File: src/hw/rtl/ect_pkg.sv
// Shared types and constants for the exponential covariance pipeline.
package ect_pkg;

    localparam logic [31:0] ONE_Q31      = 32'h8000_0000;
    localparam logic [32:0] ONE_Q32      = 33'h1_0000_0000;
    localparam logic [31:0] LN2_Q32      = 32'd2977044472;
    localparam logic [16:0] INV_LN2_Q16  = 17'd94548;      // floor(2^48 / LN2_Q32)
    localparam logic [31:0] EXP_CUT_Q16  = 32'd1507328;    // 23.0 in Q16.16
    localparam int          TAYLOR_TERMS = 12;
    localparam int          X_W          = 21;             // x below the cutoff
    localparam int          K_W          = 6;              // k is at most 33
    localparam int          IDX_W        = 10;             // row and column index width
    localparam int          DATA_W       = 56;             // request payload, byte padded

    typedef struct packed {
        logic            frc;   // result is forced, no exponential
        logic            one;   // forced value is 1.0, else 0
        logic [K_W-1:0]  k;
        logic [31:0]     r;
        logic [32:0]     sum;
        logic [31:0]     term;
    } t_ctx;

endpackage

File: src/hw/rtl/ect_taylor_step.sv
// One Taylor term of exp(-r): term = ((term * r) >> 32) / DIVISOR, then accumulate.
module ect_taylor_step #(
    parameter int DIVISOR = 2
) (
    input  logic         i_clk,
    input  logic         i_rst_n,
    input  logic         i_en,
    input  logic         i_vld,
    input  ect_pkg::t_ctx i_ctx,
    output logic         o_vld,
    output ect_pkg::t_ctx o_ctx
);
    import ect_pkg::*;

    localparam logic [31:0] RECIP  = 32'(64'h1_0000_0000 / DIVISOR);
    localparam logic [31:0] DIV_C  = 32'(DIVISOR);
    localparam bit          IS_ADD = (DIVISOR % 2) == 0;

    logic        r_v1, r_v2, r_v3;
    t_ctx        r_c1, r_c2, r_c3;
    logic [63:0] r_p;
    logic [63:0] r_e;
    logic [31:0] r_q;

    logic [31:0] w_est;
    logic [31:0] w_rem;
    logic [31:0] w_term;
    t_ctx        n_c3;

    always_ff @(posedge i_clk) begin
        if (!i_rst_n) begin
            r_v1 <= 1'b0;
            r_v2 <= 1'b0;
            r_v3 <= 1'b0;
        end else if (i_en) begin
            r_v1 <= i_vld;
            r_v2 <= r_v1;
            r_v3 <= r_v2;
        end
    end

    always_ff @(posedge i_clk) begin
        if (i_en) begin
            r_p  <= 64'(i_ctx.term) * 64'(i_ctx.r);
            r_c1 <= i_ctx;
            r_q  <= r_p[63:32];
            r_e  <= 64'(r_p[63:32]) * 64'(RECIP);
            r_c2 <= r_c1;
            r_c3 <= n_c3;
        end
    end

    // reciprocal estimate is low by at most one
    always_comb begin
        w_est  = r_e[63:32];
        w_rem  = r_q - 32'(w_est * DIV_C);
        w_term = (w_rem >= DIV_C) ? w_est + 32'd1 : w_est;
        n_c3      = r_c2;
        n_c3.term = w_term;
        if (IS_ADD) begin
            n_c3.sum = r_c2.sum + {1'b0, w_term};
        end else begin
            n_c3.sum = r_c2.sum - {1'b0, w_term};
        end
    end

    assign o_vld = r_v3;
    assign o_ctx = r_c3;

endmodule
File: config.mk
export PLATFORM = sky130hd
export DESIGN_NAME = ect_taylor_step
export DESIGN_NICKNAME = d
export VERILOG_FILES = /design/src/hw/rtl/ect_pkg.sv /design/src/hw/rtl/ect_taylor_step.sv
export SDC_FILE = /design/constraint.sdc
export NUM_CORES = 2
export LEC_CHECK = 0
export ABC_AREA = 1
export ABC_CLOCK_PERIOD_IN_PS = 9300
export BUFFER_PORTS_ARGS = -buffer_cell sky130_fd_sc_hd__buf_2
export CAP_MARGIN = 10
export CORE_UTILIZATION = 50
export DETAILED_ROUTE_END_ITERATION = 8
export GPL_TIMING_DRIVEN = 1
export PLACE_DENSITY = 0.67
export SETUP_SLACK_MARGIN = 0.5
export SYNTH_ARGS = -nofsm -noshare
export SYNTH_HDL_FRONTEND = slang
export SYNTH_SLANG_ARGS = --single-unit
File: constraint.sdc
create_clock -name i_clk -period 9.3 [get_ports i_clk]
set_clock_uncertainty 0.15 [all_clocks]
set_input_delay 0.465 -clock i_clk [delete_from_list [all_inputs] [get_ports i_clk]]
set_output_delay 0.465 -clock i_clk [all_outputs]
set_load 0.005 [all_outputs]
==> impl_results.md <==
- Most common cell on crit path: fa_1
- Highest clock rate: approximately 140 MHz
- H-Tree Level Count: 2
- Endpoints failing setup: 0
- DR vias: 34596
- Initial antenna violation count: 2
- Slew Limit Fails: 0
- Starting Density: 50.5%
- Post-layout min period: ~7400 ps
- Iter 0 DRT Violations: between 2000 and 3000
- P&R area growth vs syn: 8.27%
- Critical Path Start: i_ctx[20]
- Ratio of cells with drive above 1 in the final layout: 5.93%
- Root Buffer Master: clkbuf_16
- GRT Overall Usage: between 20% and 30%
- Min-delay worst type: primary input to flop
- Full die area: 93900 um2
- Hold_ws: 205 ps
- Clock Sink Count: ~320
- Top post-synthesis cells by count: 1651 x inv_1, 1433 x nand2_1, 896 x fa_1, 312 x edfxtp_1, 291 x ha_1
- Post-route clock period utilization: 79.2%
- RSZ-0062 raised after global routing: no
- MaxCap Viol Count: 0
- Ys flop type: edfxtp_1
- Skew-Pair Late Insertion Delay: 590 ps
- PortBufs: 213
- Startpoint types: primary input
- Top layer in use: met4
- Synth Register Bits: roughly 320
- Max stage delay on crit path: 590 ps
- Final-report hold violation count: 0
- Synthesized instance count: around 5400
- Crit path max fanout: 22
- WL met2: approximately 63 mm
- Die height: 306 um
- Setup TNS: 0 ps
- Worst R2R Start: r_q[1]
- Nets: 6803
- Syn avg cell area: 8.63 um2
- Yosys warns: 0
- CTS tree: yes
- Number of global-route vias before repair: 37256
- Post-synthesis async set-or-reset flop share: 0%
- Crit-path leading delay family: adder cells
- Status: finished clean
- Cell variety after synth: 34
- Max Root-Sink Buffers: 3
- CTS-repair resized insts: 0
- Synth top area cells: fa_1 39%, edfxtp_1 20%, inv_1 13%
- CP bufs+invs: 9
- Row count: between 100 and 150
- Worst-path clk slew: 60 ps
- Drt total wl: about 130 mm
- EDFF count, synth: roughly 310
- Slowest library cell on the worst path: fa_1
- Min-delay src: i_ctx[91]
- Gr ovfl total: 0
- Pin count of the biggest net entering global routing: around 120
- Dpl hpwl: 102 mm
- TritonCTS Buffers: 35
- Wl on met1: 52.2 mm
- ANT nets after route: 0
- Drt first pass iters: 5
- Core Region: between 90000 and 100000 um2
- Synth area leader: fa_1
- Count leader, synth: inv_1
- Crit Path Class: primary input to flop
- Synthesized Nets: about 6700
- DR WL met3: roughly 10 mm
- Die Wd: 306 um
- I/O pin cnt: 215
- Post-detailed-route via-to-cell ratio: 5.15
- Worst Max-Slew Pin Slew: ~1100 ps
- Final Wtd Congestion: roughly 0.95
- Yosys top cell area share: 38.7%
- Worst path required time: 9450 ps
- First-pass GRT wire length: ~210 mm
- # DRC: 0
- Per-cell routed wire length: 19.4 um
- Crit path DAT: between 7000 and 8000 ps
- Max transition margin: 29.1%
- Sequential share of the synthesized area: 20.4%
- Critical Path Sink Type: flop
- Post-synth design cell area: 46300 um2
## registers in the layout, indices dropped and copies added (netlist names)
register and flops:
n_c3 40, o_ctx 104, o_vld 1, r_c1 73
r_c2 33, r_p 31, r_q 31, r_v1 1
r_v2 1
## timing repair
item,4_1_cts,5_1_grt
endpoints found under the hold margin,44,0
hold buffers,44,0
buffers inserted,0,0
## per-layer routing
metal	vias up	track usage [%]
li1	15612	-
met1	17224	37.8
met2	1456	49.3
met3	304	4.06
met4	0	11.0
met5	-	0
## kinds of logic after synthesis
group                    Yosys count  synth area share, %
flip-flops                       315                 20.4
AND/OR/NAND/NOR                 1730                 14.5
buffers and inverters           1844                 15.0
XOR/XNOR                          30                0.567
other                              1              0.00810
adder cells (fa/ha/maj)         1187                 46.6
AO/OA/AOI/OAI                    261                 3.08
## path summary, 6_finish.rpt
check / slack, ps / endpoint / depth (start not counted)
setup / recovery: 1930 / r_p[49] / 26
hold / removal: 210 / r_c1[91] / 1
setup reg to reg: 6700 / o_ctx[58] / 11
hold reg to reg: 250 / r_c2[62] / 0
## per-stage QoR
stage / setup WS (ps) / utilization [%] / instance area (um2) / cells
2_1_floorplan: 2640 / - / 46300 / 5368
3_3_place_gp: 1380 / 52.9 / 48500 / 6612
3_5_place_dp: 1400 / 52.9 / 48500 / 6612
4_1_cts: 1990 / 54.7 / 50100 / 6720
5_1_grt: 1610 / 54.7 / 50200 / 6721
6_report: 1930 / 54.7 / 50200 / 6721
## layout make-up
| class | instances | area, um2 |
|---|---|---|
| diodes | 1 | 2.50 |
| clock buffers | 39 | 891 |
| clock inverters | 25 | 354 |
| fillers | 8370 | 41500 |
| inverters | 1651 | 6200 |
| multi-input cells | 3209 | 30000 |
| flip-flops and latches | 315 | 9430 |
| well taps | 1186 | 1480 |
| repair buffers | 295 | 1830 |
## placed cells by master (no fill, tap or decap), types with 4 or more instances in the layout
| master | n |
|---|---|
| xnor2_1 | 12 |
| nor3_1 | 24 |
| a21oi_1 | 134 |
| nand3_1 | 68 |
| nand2_1 | 1433 |
| buf_4 | 36 |
| clkinv_4 | 4 |
| a21o_1 | 11 |
| dlygate4sd3_1 | 44 |
| o21bai_1 | 8 |
| clkinv_2 | 7 |
| edfxtp_1 | 312 |
| nor2_1 | 178 |
| bufinv_16 | 7 |
| nand2_2 | 4 |
| o21ai_0 | 79 |
| o21a_1 | 6 |
| clkbuf_1 | 4 |
| a21boi_0 | 4 |
| inv_1 | 1651 |
| clkbuf_16 | 35 |
| buf_2 | 212 |
| fa_1 | 896 |
| nand4_1 | 14 |
| o21ai_2 | 8 |
| xor2_1 | 18 |
| ha_1 | 291 |
| o21ai_1 | 6 |
## worst register-to-register path, stage by stage (launching register included)
cell	delay [ps]
edfxtp_1	360
ha_1	250
inv_1	110
fa_1	460
o21ai_2	300
a21boi_2	130
o21ai_2	230
nand2_1	100
nand2_2	90
nand2_2	50
nand3_1	70
nand2_1	60
Power is left out: the tool's default activity adds up to more than one toggle a clock period on the data nets, which glitch-free logic cannot reach.
